### src/tmf_pkg.sv
`timescale 1ns / 1ps
// Shared constants, types and register indexes for the temporal median filter.
// Depends on nothing; every other file imports it.
package tmf_pkg;

    localparam int MAX_POINTS  = 1024;
    localparam int MAX_HISTORY = 16;
    localparam int SAMPLE_BITS = 16;

    localparam int POS_W   = $clog2(MAX_POINTS);
    localparam int SLOT_W  = $clog2(MAX_HISTORY);
    localparam int LEN_W   = 11;
    localparam int DEPTH_W = 5;
    localparam int SORT_N  = MAX_HISTORY + 1;
    localparam int CNT_W   = $clog2(SORT_N + 1);
    localparam int ADDR_W  = SLOT_W + POS_W;

    localparam logic REG_SCAN_LENGTH   = 1'b0;
    localparam logic REG_HISTORY_DEPTH = 1'b1;

    typedef logic [SAMPLE_BITS-1:0] t_sample;

    typedef struct packed {
        logic              rd_en;
        logic [SLOT_W-1:0] rd_idx;
        logic              commit;
    } t_hist_cmd;

    typedef struct packed {
        logic [DEPTH_W-1:0] stored;
        logic               last;
    } t_hist_stat;

endpackage

### src/tmf_sorter.sv
`timescale 1ns / 1ps
// Insertion unit: keeps the gathered values in ascending order, one insert a cycle.
// Depends on tmf_pkg.
module tmf_sorter
    import tmf_pkg::*;
(
    input  logic              i_clk,
    input  logic              i_rst_n,
    input  logic              i_load,
    input  logic              i_insert,
    input  t_sample           i_value,
    input  logic [CNT_W-1:0]  i_sel_idx,
    output t_sample           o_sel
);

    t_sample          r_vals [0:SORT_N-1];
    t_sample          n_vals [0:SORT_N-1];
    logic [CNT_W-1:0] r_num;
    logic [SORT_N-1:0] keep;

    always_comb begin
        for (int j = 0; j < SORT_N; j++) begin
            keep[j] = (CNT_W'(j) < r_num) && (r_vals[j] <= i_value);
        end
        for (int j = 0; j < SORT_N; j++) begin
            if (keep[j]) begin
                n_vals[j] = r_vals[j];
            end else if (j == 0) begin
                n_vals[j] = i_value;
            end else if (keep[j-1]) begin
                n_vals[j] = i_value;
            end else begin
                n_vals[j] = r_vals[j-1];
            end
        end
    end

    always_ff @(posedge i_clk) begin
        if (i_load) begin
            r_vals[0] <= i_value;
        end else if (i_insert) begin
            for (int j = 0; j < SORT_N; j++) begin
                r_vals[j] <= n_vals[j];
            end
        end
    end

    always_ff @(posedge i_clk) begin
        if (!i_rst_n) begin
            r_num <= '0;
        end else if (i_load) begin
            r_num <= CNT_W'(1);
        end else if (i_insert) begin
            r_num <= r_num + CNT_W'(1);
        end
    end

    assign o_sel = r_vals[i_sel_idx];

endmodule

### config.mk
export PLATFORM = sky130hd
export DESIGN_NAME = tmf_sorter
export DESIGN_NICKNAME = d
export VERILOG_FILES = /design/src/tmf_pkg.sv /design/src/tmf_sorter.sv
export SDC_FILE = /design/constraint.sdc
export NUM_CORES = 1
export LEC_CHECK = 0
export BUFFER_PORTS_ARGS = -buffer_cell sky130_fd_sc_hd__buf_2
export CAP_MARGIN = 20
export CORE_AREA = 5 5 235 237
export CTS_CLUSTER_DIAMETER = 60
export CTS_CLUSTER_SIZE = 10
export DETAILED_ROUTE_END_ITERATION = 8
export DIE_AREA = 0 0 240 242
export SLEW_MARGIN = 15
export SYNTH_ARGS = -nofsm -noshare
export SYNTH_HDL_FRONTEND = slang
export SYNTH_SLANG_ARGS = --single-unit
### constraint.sdc
create_clock -name i_clk -period 6.9 [get_ports i_clk]
set_clock_uncertainty 0.15 [all_clocks]
set_input_delay 1.035 -clock i_clk [delete_from_list [all_inputs] [get_ports i_clk]]
set_output_delay 1.035 -clock i_clk [all_outputs]
set_load 0.05 [all_outputs]
After elaboration in Yosys (flattened, before gate mapping)
Memory sizes are Yosys's and may differ from the RTL's.
Cells that the tools add are included.
{"block": "classes", "add_sub_neg": 1, "order_cmp": 34, "mux": 41, "bitwise_logic": 2, "n_reduce_logical": 19}
{"cell": "two-way mux 16 bit", "count": 34}
{"cell": "<= comparator 16 bit", "count": 17}
{"cell": "< comparator 4 x 5 -> 1 bit, first input constant", "count": 8}
{"cell": "< comparator 3 x 5 -> 1 bit, first input constant", "count": 4}
{"cell": "logical AND 1 bit", "count": 17}
{"cell": "< comparator 1 x 5 -> 1 bit, first input constant", "count": 2}
{"cell": "< comparator 2 x 5 -> 1 bit, first input constant", "count": 2}
{"cell": "two-way mux 1 bit", "count": 7}
{"cell": "adder 5 x 1 -> 5 bit, second input constant", "count": 1}
{"cell": "< comparator 5 bit, first input constant", "count": 1}
{"cell": "nonzero test 2 bit", "count": 1}
{"cell": "OR reduction 2 bit", "count": 1}
{"cell": "NOT 1 bit", "count": 1}
{"cell": "OR 1 bit", "count": 1}
{"block": "word_totals", "register_bits": 5, "ram_bits": 272, "input_bits": 25, "output_inout_bits": 16, "wordCells": 100, "n_memories": 1}
{"memory": "r_vals", "depth": 17, "width": 16, "read_ports": 18, "rd_clocked_by_memory_dff": 0, "write_ports": 17, "line": "tmf_sorter.sv:16", "rtl": "t_sample r_vals [0:SORT_N-1];"}

Logic depth before layout (Yosys ltp)
An unclocked memory read counts as a cell.
{"block": "logic_depth", "ltp_word": 5, "depth_mapped": 10, "depth_no_buf": 8}

Least setup slack after synthesis
Ideal clock, no wire load.
{"block": "synth_path", "path_kind": "in2out", "from": "input port i_sel_idx[0]", "to": "output port o_sel[14]", "arrival_time_ns": 3.290, "slack_ns": 2.425, "path_stages": 6, "path_cell_list": "buf_4 > buf_4 > buf_2 > mux4_2 > mux2i_1 > a221oi_1"}
{"block": "synth_via", "elab_chain_cells": 1}
{"item": "start, declared", "line": "tmf_sorter.sv:12", "rtl": "input logic [CNT_W-1:0] i_sel_idx,"}
{"item": "memory read (17 x 16 bit)"}
{"item": "end, declared", "line": "tmf_sorter.sv:13", "rtl": "output t_sample o_sel"}
No other way between the ends.

==> insert_results.sql <==
INSERT INTO impl_metrics (metric_group, metric, value, unit) VALUES
('clock_tree', 'cts_post_setup_buffers_inserted', '0', ''),
('flow_run', 'timing.max_cap.violations', '0', ''),
('yosys', 'synth_cells', '1715', ''),
('grt', 'grt_first_pass_wirelength', '109', 'mm'),
('floorplan', 'die_height', '242', 'um'),
('placement', 'place.gp.congestion', '1.05', ''),
('worst_setup_path', 'crit_arrival', '5.05', 'ns'),
('pwr', 'total_power', '4.56', 'mW'),
('clock_tree', 'insertion_delay_to_the_later_sink_of_the_worst_skew_pair', '0.55', 'ns'),
('cells_and_area', 'antenna_cells_inserted', '0', ''),
('timing', 'setup_viol_count_final', '0', ''),
('placement', 'hpwlAfterDp', '55.6', 'mm'),
('detailed_routing', 'drt-pass1-iter-count', '6', ''),
('pwr', 'cellPowerDensity', '198', 'nW/um^2'),
('pwr', 'total_leakage_power', '8.81', 'nW'),
('cells_and_area', 'area_delta_synth_final', '10.3', '%'),
('detailed_routing', 'vias_per_cell', '6.54', ''),
('yosys', 'synth_nets', '2013', ''),
('clock_tree', 'clk_pin_slew_worst_paths', '0.06', 'ns'),
('timing', 'achievable-frequency', '200', 'MHz'),
('yosys', 'asyncSetResetFlopFracSynth', '0', ''),
('detailed_routing', 'postRouteWirelength', '76.5', 'mm'),
('cells_and_area', 'layout_common_cells', 'sky130_fd_sc_hd__ha_1 (273), sky130_fd_sc_hd__edfxtp_1 (272), sky130_fd_sc_hd__mux2_2 (182)', ''),
('timing', 'tns', '0', 'ns'),
('worst_setup_path', 'endpoint_kind', 'flop', ''),
('timing', 'final-hold-violation-count', '0', ''),
('placement', 'port_buffers', '40', ''),
('timing', 'grt_setup_unrepaired', 'false', ''),
('grt', 'gr-total-overflow', '0', ''),
('worst_hold_path', 'holdPathStages', '1', ''),
('cells_and_area', 'layout_commonest_cell', 'sky130_fd_sc_hd__ha_1', ''),
('clock_tree', 'clock_tree.buffer_depth', '3', ''),
('floorplan', 'rows', '85', ''),
('worst_setup_path', 'worst_r2r_path_depth', '8', ''),
('worst_setup_path', 'critPathRequiredTime', '6.96', 'ns'),
('floorplan', 'dieArea', '58100', 'sq um'),
('worst_setup_path', 'timing.critical_path.fanout_max', '19', ''),
('timing', 'normalized_max_slew_margin', '0.204', ''),
('timing', 'final.min_clock_period', '5.00', 'ns'),
('floorplan', 'placeable_core_area', '53100', 'sq um'),
('timing', 'maxSlewViolCount', '0', ''),
('detailed_routing', 'drc', '0', ''),
('timing', 'transition_time_at_the_pin_with_the_least_slew_margin', '1.18', 'ns'),
('cells_and_area', 'layout.filler_cells', '4881', ''),
('cells_and_area', 'drive_above_1_share', '0.252', ''),
('clock_tree', 'count_of_hold_buffers_inserted_by_post_cts_repair', '0', ''),
('clock_tree', 'post_cts_resize_count', '0', ''),
('yosys', 'synth-edff-count', '272', ''),
('yosys', 'yosys_most_used_dff', 'sky130_fd_sc_hd__edfxtp_1', ''),
('worst_setup_path', 'crit_type', 'in -> reg', ''),
('grt', 'grt_start_max_net_pins', '49', ''),
('cells_and_area', 'layout.nets', '2060', ''),
('yosys', 'avgSynthCellArea', '12.2', 'sq um'),
('yosys', 'distinct_cell_type_count_of_the_synthesized_netlist', '66', ''),
('worst_hold_path', 'min-delay-path-class', 'reg -> reg', ''),
('grt', 'initial_antenna_violation_count', '1', ''),
('clock_tree', 'cts.htree.levels', '2', ''),
('grt', 'global_router_s_overall_resource_usage', '0.255', ''),
('clock_tree', 'numCtsBuffers', '35', ''),
('clock_tree', 'cts_tree', 'yes', ''),
('yosys', 'synth.ff_latch_count', '277', ''),
('clock_tree', 'clock_sink_count', '277', ''),
('timing', 'finalCritPeriodShare', '0.724', ''),
('yosys', 'seq_area_frac_synth', '0.395', ''),
('grt', 'grt_pass1_vias', '15400', ''),
('floorplan', 'effective_utilization_at_floorplan', '0.394', ''),
('pwr', 'ir_worst_vdd', '0.137', 'mV'),
('detailed_routing', 'postRouteAntennaNets', '0', ''),
('yosys', 'yosysWarningCount', '0', ''),
('cells_and_area', 'sequential_cell_area', '8270', 'sq um'),
('detailed_routing', 'count_of_routing_violations_after_the_opening_detailed_route_iteration', '1852', ''),
('cells_and_area', 'multiInputGateArea', '12000', 'sq um'),
('worst_setup_path', 'critical_path.startpoint_type', 'input port', ''),
('floorplan', 'die_x', '240', 'um'),
('detailed_routing', 'dr_total_vias', '16100', ''),
('floorplan', 'ioPinCount', '41', ''),
('clock_tree', 'clockRootBuffer', 'sky130_fd_sc_hd__clkbuf_16', ''),
('detailed_routing', 'routed_wire_length_per_instance', '31.0', 'um'),
('yosys', 'post_synthesis_cell_area', '20900', 'sq um'),
('run_status', 'outcome', 'finished, final reports clean', '');
report_power, final:
| part | total [mW] | switching [mW] | internal [mW] | leakage [nW] |
|---|---|---|---|---|
| Clock | 1.71 | 0.716 | 0.992 | 0.491 |
| Combinational | 0.820 | 0.514 | 0.306 | 5.71 |
| Sequential | 2.03 | 0.0878 | 1.94 | 2.60 |
| Total | 4.56 | 1.32 | 3.24 | 8.81 |
through the flow:
stage | setup WS, ns | cells | util | area [sq um] | hold slack, ns
floorplan | 2.42 | 1715 | - | 20900 | 0.403
detailed placement | 1.59 | 2419 | 0.415 | 22000 | 0.454
global route | 1.85 | 2469 | 0.435 | 23100 | 0.489
global placement | 1.37 | 2416 | 0.414 | 22000 | 0.446
CTS | 1.96 | 2467 | 0.434 | 23000 | 0.467
finish | 1.90 | 2469 | 0.435 | 23100 | 0.466
flip-flops by register name, indices dropped and copies added (netlist names):
| register | flops |
|---|---|
| r_num | 5 |
| r_vals | 272 |
routing by layer:
metal,part of all wire,vias up,track usage
met3,0.11,141,0.0672
met1,0.42,8139,0.365
met5,0,-,0
met2,0.44,918,0.382
met4,0.032,0,0.0734
li1,-,6951,-
final timing paths:
check	from	slack, ns	endpoint
setup / recovery	i_value[14]	1.90	r_vals[1][8]$_DFFE_PP_
hold reg to reg	r_vals[8][13]$_DFFE_PP_	0.47	r_vals[9][13]$_DFFE_PP_
hold / removal	r_vals[8][13]$_DFFE_PP_	0.47	r_vals[9][13]$_DFFE_PP_
setup reg to reg	r_vals[1][14]$_DFFE_PP_	2.96	r_vals[1][8]$_DFFE_PP_
cell type report:
type                            count  area share
Sequential cell                   277       0.358
Multi-Input combinational cell   1288       0.520
Tap cell                          696      0.0377
Clock inverter                      7     0.00244
Timing Repair Buffer               98      0.0309
Inverter                           62      0.0101
Clock buffer                       41      0.0408
critical path, cell delays in order:
cell and delay (ns):
sky130_fd_sc_hd__buf_2 0.33, sky130_fd_sc_hd__inv_1 0.49, sky130_fd_sc_hd__ha_1 0.51, sky130_fd_sc_hd__nand4_1 0.28, sky130_fd_sc_hd__nor4_1 1.08, sky130_fd_sc_hd__a21oi_1 0.14, sky130_fd_sc_hd__a22o_1 0.46, sky130_fd_sc_hd__buf_16 0.26
sky130_fd_sc_hd__nor2_2 0.10, sky130_fd_sc_hd__buf_4 0.31
logic make-up (layout without fill, tap and decap cells):
logic type      after synthesis  in the layout  share of synthesized area
compound gates              346            346                      0.115
mux                         305            305                      0.202
flops                       277            277                      0.395
buf+inv                     150            208                     0.0334
fa+ha+maj                   273            273                      0.163
simple gates                360            360                     0.0896
xor+xnor                      4              4                    0.00167
cell usage after synthesis, types with 7 or more instances:
library cell                count  area share
sky130_fd_sc_hd__a2111oi_0      7      0.0029
sky130_fd_sc_hd__a211oi_1      20      0.0072
sky130_fd_sc_hd__a21o_1        21      0.0075
sky130_fd_sc_hd__a21oi_1      114       0.027
sky130_fd_sc_hd__a221oi_1      26       0.011
sky130_fd_sc_hd__a311o_1       16      0.0077
sky130_fd_sc_hd__a31oi_1       18      0.0054
sky130_fd_sc_hd__and3_1        19      0.0057
sky130_fd_sc_hd__buf_2         12      0.0029
sky130_fd_sc_hd__buf_4          7      0.0025
sky130_fd_sc_hd__buf_6         11      0.0059
sky130_fd_sc_hd__clkbuf_1      53      0.0095
sky130_fd_sc_hd__edfxtp_1     272        0.39
sky130_fd_sc_hd__ha_1         273        0.16
sky130_fd_sc_hd__inv_1         62       0.011
sky130_fd_sc_hd__mux2_1        15      0.0081
sky130_fd_sc_hd__mux2_2       182       0.098
sky130_fd_sc_hd__mux2_4        27       0.019
sky130_fd_sc_hd__mux2i_1       17      0.0081
sky130_fd_sc_hd__mux4_2        64       0.069
sky130_fd_sc_hd__nand2_1      104       0.019
sky130_fd_sc_hd__nand3_1       34      0.0081
sky130_fd_sc_hd__nand3b_1      16      0.0057
sky130_fd_sc_hd__nand4_1       63       0.019
sky130_fd_sc_hd__nor2_1        48      0.0086
sky130_fd_sc_hd__nor2b_1       27      0.0081
sky130_fd_sc_hd__nor3_1         8      0.0019
sky130_fd_sc_hd__nor4_1         9      0.0027
sky130_fd_sc_hd__o211ai_1      22      0.0079
sky130_fd_sc_hd__o21a_1         9      0.0032
sky130_fd_sc_hd__o21ai_0       37      0.0088
sky130_fd_sc_hd__o31ai_1       15      0.0054
Power figures use the tool's default switching activity.
