File: src/tmf_pkg.sv
`timescale 1ns / 1ps
// Shared constants, types and register indexes for the temporal median filter.
// Depends on nothing; every other file imports it.
package tmf_pkg;

    localparam int MAX_POINTS  = 1024;
    localparam int MAX_HISTORY = 16;
    localparam int SAMPLE_BITS = 16;

    localparam int POS_W   = $clog2(MAX_POINTS);
    localparam int SLOT_W  = $clog2(MAX_HISTORY);
    localparam int LEN_W   = 11;
    localparam int DEPTH_W = 5;
    localparam int SORT_N  = MAX_HISTORY + 1;
    localparam int CNT_W   = $clog2(SORT_N + 1);
    localparam int ADDR_W  = SLOT_W + POS_W;

    localparam logic REG_SCAN_LENGTH   = 1'b0;
    localparam logic REG_HISTORY_DEPTH = 1'b1;

    typedef logic [SAMPLE_BITS-1:0] t_sample;

    typedef struct packed {
        logic              rd_en;
        logic [SLOT_W-1:0] rd_idx;
        logic              commit;
    } t_hist_cmd;

    typedef struct packed {
        logic [DEPTH_W-1:0] stored;
        logic               last;
    } t_hist_stat;

endpackage

File: src/tmf_cfg.sv
`timescale 1ns / 1ps
// Configuration registers behind the APB-style port, with range clamping.
// Depends on tmf_pkg.
module tmf_cfg
    import tmf_pkg::*;
(
    input  logic               i_clk,
    input  logic               i_rst_n,
    input  logic               psel,
    input  logic               penable,
    input  logic               pwrite,
    input  logic [2:0]         paddr,
    input  logic [31:0]        pwdata,
    output logic [31:0]        prdata,
    output logic               pready,
    output logic [LEN_W-1:0]   o_len,
    output logic [DEPTH_W-1:0] o_depth
);

    logic [LEN_W-1:0]   r_scan_length;
    logic [DEPTH_W-1:0] r_history_depth;
    logic               wr_en;

    assign pready = 1'b1;
    assign wr_en  = psel & penable & pwrite;

    always_ff @(posedge i_clk) begin
        if (!i_rst_n) begin
            r_scan_length   <= LEN_W'(MAX_POINTS);
            r_history_depth <= DEPTH_W'(3);
        end else if (wr_en) begin
            case (paddr[2])
                REG_SCAN_LENGTH: begin
                    r_scan_length <= pwdata[LEN_W-1:0];
                end
                REG_HISTORY_DEPTH: begin
                    r_history_depth <= pwdata[DEPTH_W-1:0];
                end
                default: begin
                end
            endcase
        end
    end

    always_comb begin
        case (paddr[2])
            REG_SCAN_LENGTH:   prdata = 32'(r_scan_length);
            REG_HISTORY_DEPTH: prdata = 32'(r_history_depth);
            default:           prdata = '0;
        endcase
    end

    always_comb begin
        if (r_scan_length == '0) begin
            o_len = LEN_W'(1);
        end else if (r_scan_length > LEN_W'(MAX_POINTS)) begin
            o_len = LEN_W'(MAX_POINTS);
        end else begin
            o_len = r_scan_length;
        end
        if (r_history_depth > DEPTH_W'(MAX_HISTORY)) begin
            o_depth = DEPTH_W'(MAX_HISTORY);
        end else begin
            o_depth = r_history_depth;
        end
    end

endmodule

File: config.mk
export PLATFORM = sky130hd
export DESIGN_NAME = tmf_cfg
export DESIGN_NICKNAME = d
export VERILOG_FILES = /design/src/tmf_pkg.sv /design/src/tmf_cfg.sv
export SDC_FILE = /design/constraint.sdc
export NUM_CORES = 1
export LEC_CHECK = 0
export BUFFER_PORTS_ARGS = -buffer_cell sky130_fd_sc_hd__buf_2
export CORE_ASPECT_RATIO = 1.1
export CORE_UTILIZATION = 39
export CTS_BUF_LIST = sky130_fd_sc_hd__clkbuf_8
export DETAILED_ROUTE_END_ITERATION = 6
export PLACE_DENSITY = 0.85
export SLEW_MARGIN = 0
export SYNTH_ARGS = -nofsm -noshare
export SYNTH_HDL_FRONTEND = slang
export SYNTH_SLANG_ARGS = --single-unit
File: constraint.sdc
create_clock -name i_clk -period 1.3 [get_ports i_clk]
set_input_delay 0.26 -clock i_clk [delete_from_list [all_inputs] [get_ports i_clk]]
set_output_delay 0.26 -clock i_clk [all_outputs]
set_load 0.005 [all_outputs]
## Word-level counts from Yosys, hierarchy flattened

Index checks and enable logic that the tools add are counted.

| word-level totals | value |
|---|---|
| bits in registers | 16 |
| input port bits | 40 |
| output and inout bits | 49 |
| logic and storage cells | 14 |

| cells by class | value |
|---|---|
| magnitude comparators | 2 |
| multiplexer cells | 4 |
| bitwise gates (word level) | 3 |
| reductions and logical operators | 3 |

Operators with widths:

| operator | number |
|---|---|
| $pmux 32 s2 | 1 |
| $mux 11 | 2 |
| $gt 11x11->1 const B | 1 |
| $logic_not 11->1 | 1 |
| $gt 5x5->1 const B | 1 |
| $mux 5 | 1 |
| $reduce_and 2->1 | 2 |
| $and 1x1->1 | 2 |
| $not 1->1 | 1 |

## Logic depth before layout (Yosys ltp)

Gate-level depths: netlist of run 1.

| logic depth | value |
|---|---|
| word-level depth | 3 |
| mapped depth | 4 |
| mapped depth without buffers | 2 |

## Worst setup path before layout of run 1

No wires, ideal clock.

| path | value |
|---|---|
| kind | reg2out |
| from | reg r_scan_length[10] |
| to | out o_len[0] |
| arrival time | 0.904 ns |
| path slack | 0.136 ns |
| cell stages (with the launch flop) | 4 |
| buffers on the path | 1 |
| cells stage by stage | dfxtp_1 clkbuf_1 inv_1 a32o_1 |

| between the ends | value |
|---|---|
| word-level cells in the longest chain between the ends | 3 |

RTL lines:

| what | line | RTL |
|---|---|---|
| start, declared | tmf_cfg.sv:20 | `logic [LEN_W-1:0] r_scan_length;` |
| start signal, assigned | tmf_cfg.sv:29 | `r_scan_length <= LEN_W'(MAX_POINTS);` |
| start signal, assigned | tmf_cfg.sv:34 | `r_scan_length <= pwdata[LEN_W-1:0];` |
| $gt 11x11->1 | tmf_cfg.sv:56 | `end else if (r_scan_length > LEN_W'(MAX_POINTS)) begin` |
| $mux 11 | tmf_cfg.sv:56 |  |
| $mux 11 (*) | tmf_cfg.sv:54 | `if (r_scan_length == '0) begin` |
| end, declared | tmf_cfg.sv:16 | `output logic [LEN_W-1:0] o_len,` |

Every way passes the cells marked *; elsewhere a longest branch is shown, timed or not.

## Worst setup path after layout of run 1

| path | value |
|---|---|
| from | reg r_scan_length[2] |
| to | out o_len[0] |

Same word-level chain as after synthesis.

==> metrics.md, run 1 <==
| Metric | Value |
|---|---|
| Async set or reset register ratio after synthesis | 0% |
| Via Count | roughly 890 |
| Synth unique cells | 17 |
| Type of origin of the critical path | flop |
| Iter 0 DRT Violations | 14 |
| Die height | 56.51 um |
| Clock Path Buffers | 2 |
| Root buffer cell | clkbuf_8 |
| Share of the synthesized area in the top cell type | 30.40% |
| Worst R2R Setup Slack | just over 0.5 ns |
| Post-route ant nets | 0 |
| Largest net degree at the start of global routing | 30 |
| CP Max Fanout | 2 |
| Share of layout cells above drive strength 1 | a little over two fifths |
| Area Growth Syn to Fin | 26.72% |
| Synthesized area per cell | between 8 and 9 um2 |
| Vias in the first global route | roughly 740 |
| Tcrit/Tclk final | 108.9% |
| CP arrival | 1.16 ns |
| Routability cong. | between 0.7 and 0.8 |
| Avg WL per Cell | around 11 um |
| Max-slew violations | 0 |
| Max incr delay on CP | roughly 0.34 ns |
| DP Worst Slack | 0.06236 ns |
| Setup Skew | 0 ns |
| Synth cell count leaders | 24 x nor2b_1, 23 x nand2_1, 22 x buf_4 |
| Routed vias/inst | between 4 and 5 |
| First-pass GRT wire length | 3.194 mm |
| Maximum Capacitance Violations | 0 |
| # setup viols final | 3 |
| Slowest cell on crit path | dfxtp_2 |
| Worst VDD drop | 0.0004564 V |
| Row Count | 19 |
| Critical path type | reg2out |
| Hold buffers post-CTS | 0 |
| Fmax | 706.1 MHz |
| HPWL Detailed | 1.561 mm |
| Status | complete, but fails checks |
| Crit end category | output port |
| Filler cells | 247 |
| Core ar. | between 0.002 and 0.003 mm2 |
| Die footprint | 0.002913 mm2 |
| Overall Power | 0.001097 W |
| Final setup margin | -0.1163 ns |
| P_leak | 0.6555 nW |
| Top Family by Delay on Critical Path | flip-flops |
| Sink Count | 16 |
| Clk pin slew, worst setup/hold paths | 0.06 ns |
| PortBufs | 43 |
| Clock period minus worst slack | 1.416 ns |
| Flops & latches, synth | 16 |
| Post-synthesis sequential area ratio | 30.40% |
| Residual DRC count | 0 |
| Cell Chain, Critical Path | nor4_4, a32o_1, buf_2 |
| Number of flops mapped to enable cells by yosys | 0 |
| Starting Density | between 40% and 50% |
| # IOs | between 80 and 90 |
| Cell accounting for the most synthesized area | dfxtp_1 |
| Yosys synthesis warning count | 0 |
| Hold Slack | 0.2557 ns |
| Drt pass-1 iters | 4 |
| CTS tree | yes |
| Req. time, crit path | 1.04 ns |
| Initial antenna violation count | 0 |
| Bufs and invs on worst path | 1 |
| Clock Latency Late Sink | between 0.2 and 0.25 ns |
| Final Cell Area | 0.001335 mm2 |
| Power Density | 821.6 mW/mm2 |
| Count leader, synth | nor2b_1 |
| Fin. Hold Viols | 0 |
| Number of diodes | 0 |
| # nets final | 209 |
| Final WL | 2.170 mm |
| Syn Inst Count | 125 |
| Post-Syn Area | 0.001054 mm2 |
| Violated checks | setup timing |
| Top_reg_cell synth | dfxtp_1 |
| Unrepaired setup endpoints after global routing | yes |
| TritonCTS Buffers | 3 |
| Synth area leaders | dfxtp_1 30%, buf_4 16%, mux2i_1 15%, nor2b_1 14%, nand2_1 8.2% |
| DIE WIDTH | 51.56 um |
| Area after DPL | 0.001210 mm2 |
| Total gr overflow | 0 |
| Hold/Removal Path Class | in2reg |
| H-tree Lvls | 1 |
| Total GRT Usage | 14.98% |
## worst reg2reg max path: stages, from the launching register on
cell     delay (ns)
dfxtp_4        0.37
buf_4          0.14
nor2b_1        0.09
mux2i_1        0.06
## flip-flops by register name (all words and copies together), names as in the netlist
register,flops
r_scan_length,11
r_history_depth,5
## report_power, final
part / internal (W) / switching, W / leakage [nW]
clock: 0.000268 / 0.000165 / 0.0288
combinational: 0.0000740 / 0.0000757 / 0.494
sequential: 0.000501 / 0.0000131 / 0.133
## cell type report
type / instances / area [um2] / area share (%)
clock buffer: 4 / 55.05 / 4.124
inverter: 1 / 3.754 / 0.2812
multi-input combinational: 98 / 630.6 / 47.24
sequential: 16 / 332.8 / 24.93
tap: 31 / 38.79 / 2.905
timing repair buffer: 49 / 274.0 / 20.52
## through the flow
step / setup TNS, ns / utilization (%) / std cells
6_report: -0.1807 / 52.98 / 199
5_1_grt: -0.3049 / 52.98 / 199
4_1_cts: -0.1838 / 51.84 / 199
3_5_place_dp: 0 / 48.01 / 194
3_3_place_gp: 0 / 48.01 / 194
2_1_floorplan: 0 / - / 145
## cell usage in the layout, fill, tap and decap left out, types with 2 or more instances in the layout
cell,netlist,routed
buf_4,22,4
nand2_1,23,23
dfxtp_2,0,7
mux2_2,5,4
nor4_4,0,2
conb_1,2,22
buf_6,0,3
mux2i_1,16,16
nor2_1,2,2
dfxtp_1,16,8
clkbuf_8,0,4
buf_2,3,42
nor2b_1,24,23
## kinds of logic after synthesis
logic type             after synthesis  synth area share [%]
AND/OR/NAND/NOR                     54                 27.08
flip-flops                          16                 30.40
multiplexers                        21                 20.55
buffers and inverters               31                 20.31
other                                2                0.7129
AO/OA/AOI/OAI                        1                0.9502
## path summary, 6_finish.rpt
| kind | start | end | cells after the start |
|---|---|---|---|
| min | pwdata[7] | r_scan_length[7] | 3 |
| max reg2reg | r_scan_length[10] | r_scan_length[10] | 3 |
| max | r_scan_length[2] | o_len[0] | 3 |
| min reg2reg | r_history_depth[2] | r_history_depth[2] | 2 |
## metal layers
layer / vias to the layer above / part of all wire (%) / wire length [um] / GRT usage, %
met2: 37 / 51 / 1099 / 24.12
li1: 440 / - / - / -
met1: 410 / 43 / 929 / 17.79
met3: 4 / 4.2 / 92 / 1.897
met5: - / 0 / 0 / 0
met4: 0 / 2.3 / 50 / 10.81
## repair_timing
action                                  in CTS  in global routing
endpoints found under the setup margin       8                  7
setup buffers                                1                  0
pin swaps                                    3                  0
resized for setup                           10                  8
(Power assumes the default switching activity.)
==> inputs of run 2 (changes only) <==
--- a/config.mk
+++ b/config.mk
@@ -10,6 +10,7 @@
 export CORE_UTILIZATION = 39
 export CTS_BUF_LIST = sky130_fd_sc_hd__clkbuf_8
 export DETAILED_ROUTE_END_ITERATION = 6
+export MAX_ROUTING_LAYER = met4
 export PLACE_DENSITY = 0.85
 export SLEW_MARGIN = 0
 export SYNTH_ARGS = -nofsm -noshare
==> run 2 against run 1 <==
  * The flow still finishes with violations (setup timing)
  * Maximum frequency barely moved
  * Sequential power about the same
  * Non-clock buffer count unchanged
  * Cell count did not move
  * Clock skew is the same
  * Flip-flop and latch count did not move
  * Combinational power is essentially flat
  * First-iteration DRC count is the same
  * Clock power about the same
  * Critical endpoint unchanged
  * Largest power group unchanged
==> metrics.md, run 2 (synthesis results as in run 1) <==
| Metric | Value |
|---|---|
| Root buffer cell | clkbuf_8 |
| Top Family by Delay on Critical Path | flip-flops |
| Crit end category | output port |
| Number of diodes | 0 |
| Drt pass-1 iters | 4 |
| Post-route ant nets | 0 |
| Power Density | 822.4 mW/mm2 |
| # setup viols final | 3 |
| Core ar. | 0.002520 mm2 |
| Status | complete, but fails checks |
| Critical hold path startpoint | pwdata[7] |
| Hold Slack | 0.2558 ns |
| Final setup margin | -0.1170 ns |
| Iter 0 DRT Violations | 14 |
| Worst r2r src | r_scan_length[10] |
| Clock period minus worst slack | 1.417 ns |
| Total gr overflow | 0 |
| Area Growth Syn to Fin | 26.72% |
| Total GRT Usage | 15.39% |
| Hold/Removal Path Class | in2reg |
| R2r endpoint | r_scan_length[10] |
| Clock Path Buffers | 2 |
| Clock Latency Late Sink | between 0.2 and 0.25 ns |
| # IOs | 89 |
| Violated checks | setup timing |
| Worst reg2reg path depth | 3 |
| Sink Count | 16 |
| Initial antenna violation count | 0 |
| Overall Power | approximately 0.0011 W |
| Most flops, register | r_scan_length |
| Cell Chain, Critical Path | nor4_4, a32o_1, buf_2 |
| DIE WIDTH | 51.56 um |
| Worst VDD drop | roughly 0.00046 V |
| CP arrival | 1.16 ns |
| TritonCTS Buffers | 3 |
| Largest register FFs | 11 |
| CTS tree | yes |
| Setup Skew | 0 ns |
| Hold Crit Depth | 3 |
| Req. time, crit path | 1.04 ns |
| Max-slew violations | 0 |
| Row Count | 19 |
| Layout Cells excl Fill | 199 |
| CP Max Fanout | 2 |
| First-pass GRT wire length | 3.194 mm |
| Type of origin of the critical path | flop |
| Clk pin slew, worst setup/hold paths | 0.06 ns |
| CP startpoint | r_scan_length[2] |
| Share of layout cells above drive strength 1 | 41.67% |
| Routed vias/inst | 4.472 |
| Unrepaired setup endpoints after global routing | yes |
| Critical path type | reg2out |
| Setup crit end | o_len[0] |
| Via Count | 890 |
| Final WL | 2.183 mm |
| Die height | 56.51 um |
| Avg WL per Cell | 10.97 um |
| Slowest cell on crit path | dfxtp_2 |
| Fin. Hold Viols | 0 |
| Worst R2R Setup Slack | 0.51 ns |
| Top Registers | r_scan_length (11), r_history_depth (5) |
| HPWL Detailed | between 1.5 and 2 mm |
| Placed cells | 194 |
| # nets final | 209 |
| Commonest non-fill, non-tap cell in the layout | buf_2 |
| Hold buffers post-CTS | 0 |
| Largest net degree at the start of global routing | 30 |
| Logic depth of the worst path, buffers included | 3 |
| H-tree Lvls | 1 |
| Residual DRC count | 0 |
| Max incr delay on CP | roughly 0.34 ns |
| PortBufs | 43 |
| Bufs and invs on worst path | 1 |
| Fmax | 705.7 MHz |
| Tcrit/Tclk final | 109.0% |
| P_leak | 0.6555 nW |
| Routability cong. | 0.7263 |
| Maximum Capacitance Violations | 0 |
| Commonest cells after routing, fill and taps aside | 42 x buf_2, 23 x nor2b_1, 23 x nand2_1 |
| Vias in the first global route | 744 |
| Die footprint | 0.002913 mm2 |
| Starting Density | 41.81% |
[run 2: how the worst min path moves through the flow]
stage	to
global placement	r_history_depth[3]
finish	r_scan_length[7]
detailed placement	r_history_depth[2]
CTS	r_scan_length[7]
global route	r_scan_length[7]
floorplan	r_scan_length[0]
[run 2: layout make-up]
type | instances | area (um2)
multi-input combinational | 98 | 630.6
sequential | 16 | 332.8
fill | 247 | 1185
clock buffer | 4 | 55.05
inverter | 1 | 3.754
tap | 31 | 38.79
timing repair buffer | 49 | 274.0
[run 2: routing by layer]
metal  GRT usage [%]  vias up  part of all wire [%]
li1                -      441                     -
met1           17.96      408                    43
met2           24.12       37                    50
met3           1.626        4                   4.0
met4           10.81        0                   2.3
met5               -        -                     0
[run 2: power breakdown]
| part | switching [W] | internal, W | total, W |
|---|---|---|---|
| Combinational | 0.0000758 | 0.0000740 | 0.000150 |
| Sequential | 0.0000131 | 0.000501 | 0.000514 |
| Clock | 0.000166 | 0.000268 | 0.000434 |
| Total | 0.000255 | 0.000843 | 0.00110 |
[run 2: timing repair]
action	in CTS	in global routing
pin swaps	3	0
endpoints found under the hold margin	0	0
buffers inserted	1	0
setup endpoints to repair	8	7
gates resized for setup	10	8
[run 2: tightest hold or removal path, cell delays in order]
cell and delay (ns):
buf_2 0.10, nand2_1 0.05, mux2i_1 0.05
[run 2: metrics by stage]
stage / cell area (um2) / worst slack [ns] / utilization [%] / TNS [ns]
finish: 1335 / -0.1170 / 52.98 / -0.1844
floorplan: 1129 / 0.1357 / - / 0
global placement: 1210 / 0.08290 / 48.01 / 0
detailed placement: 1210 / 0.06236 / 48.01 / 0
global route: 1335 / -0.1614 / 52.98 / -0.3065
CTS: 1306 / -0.1024 / 51.84 / -0.1838
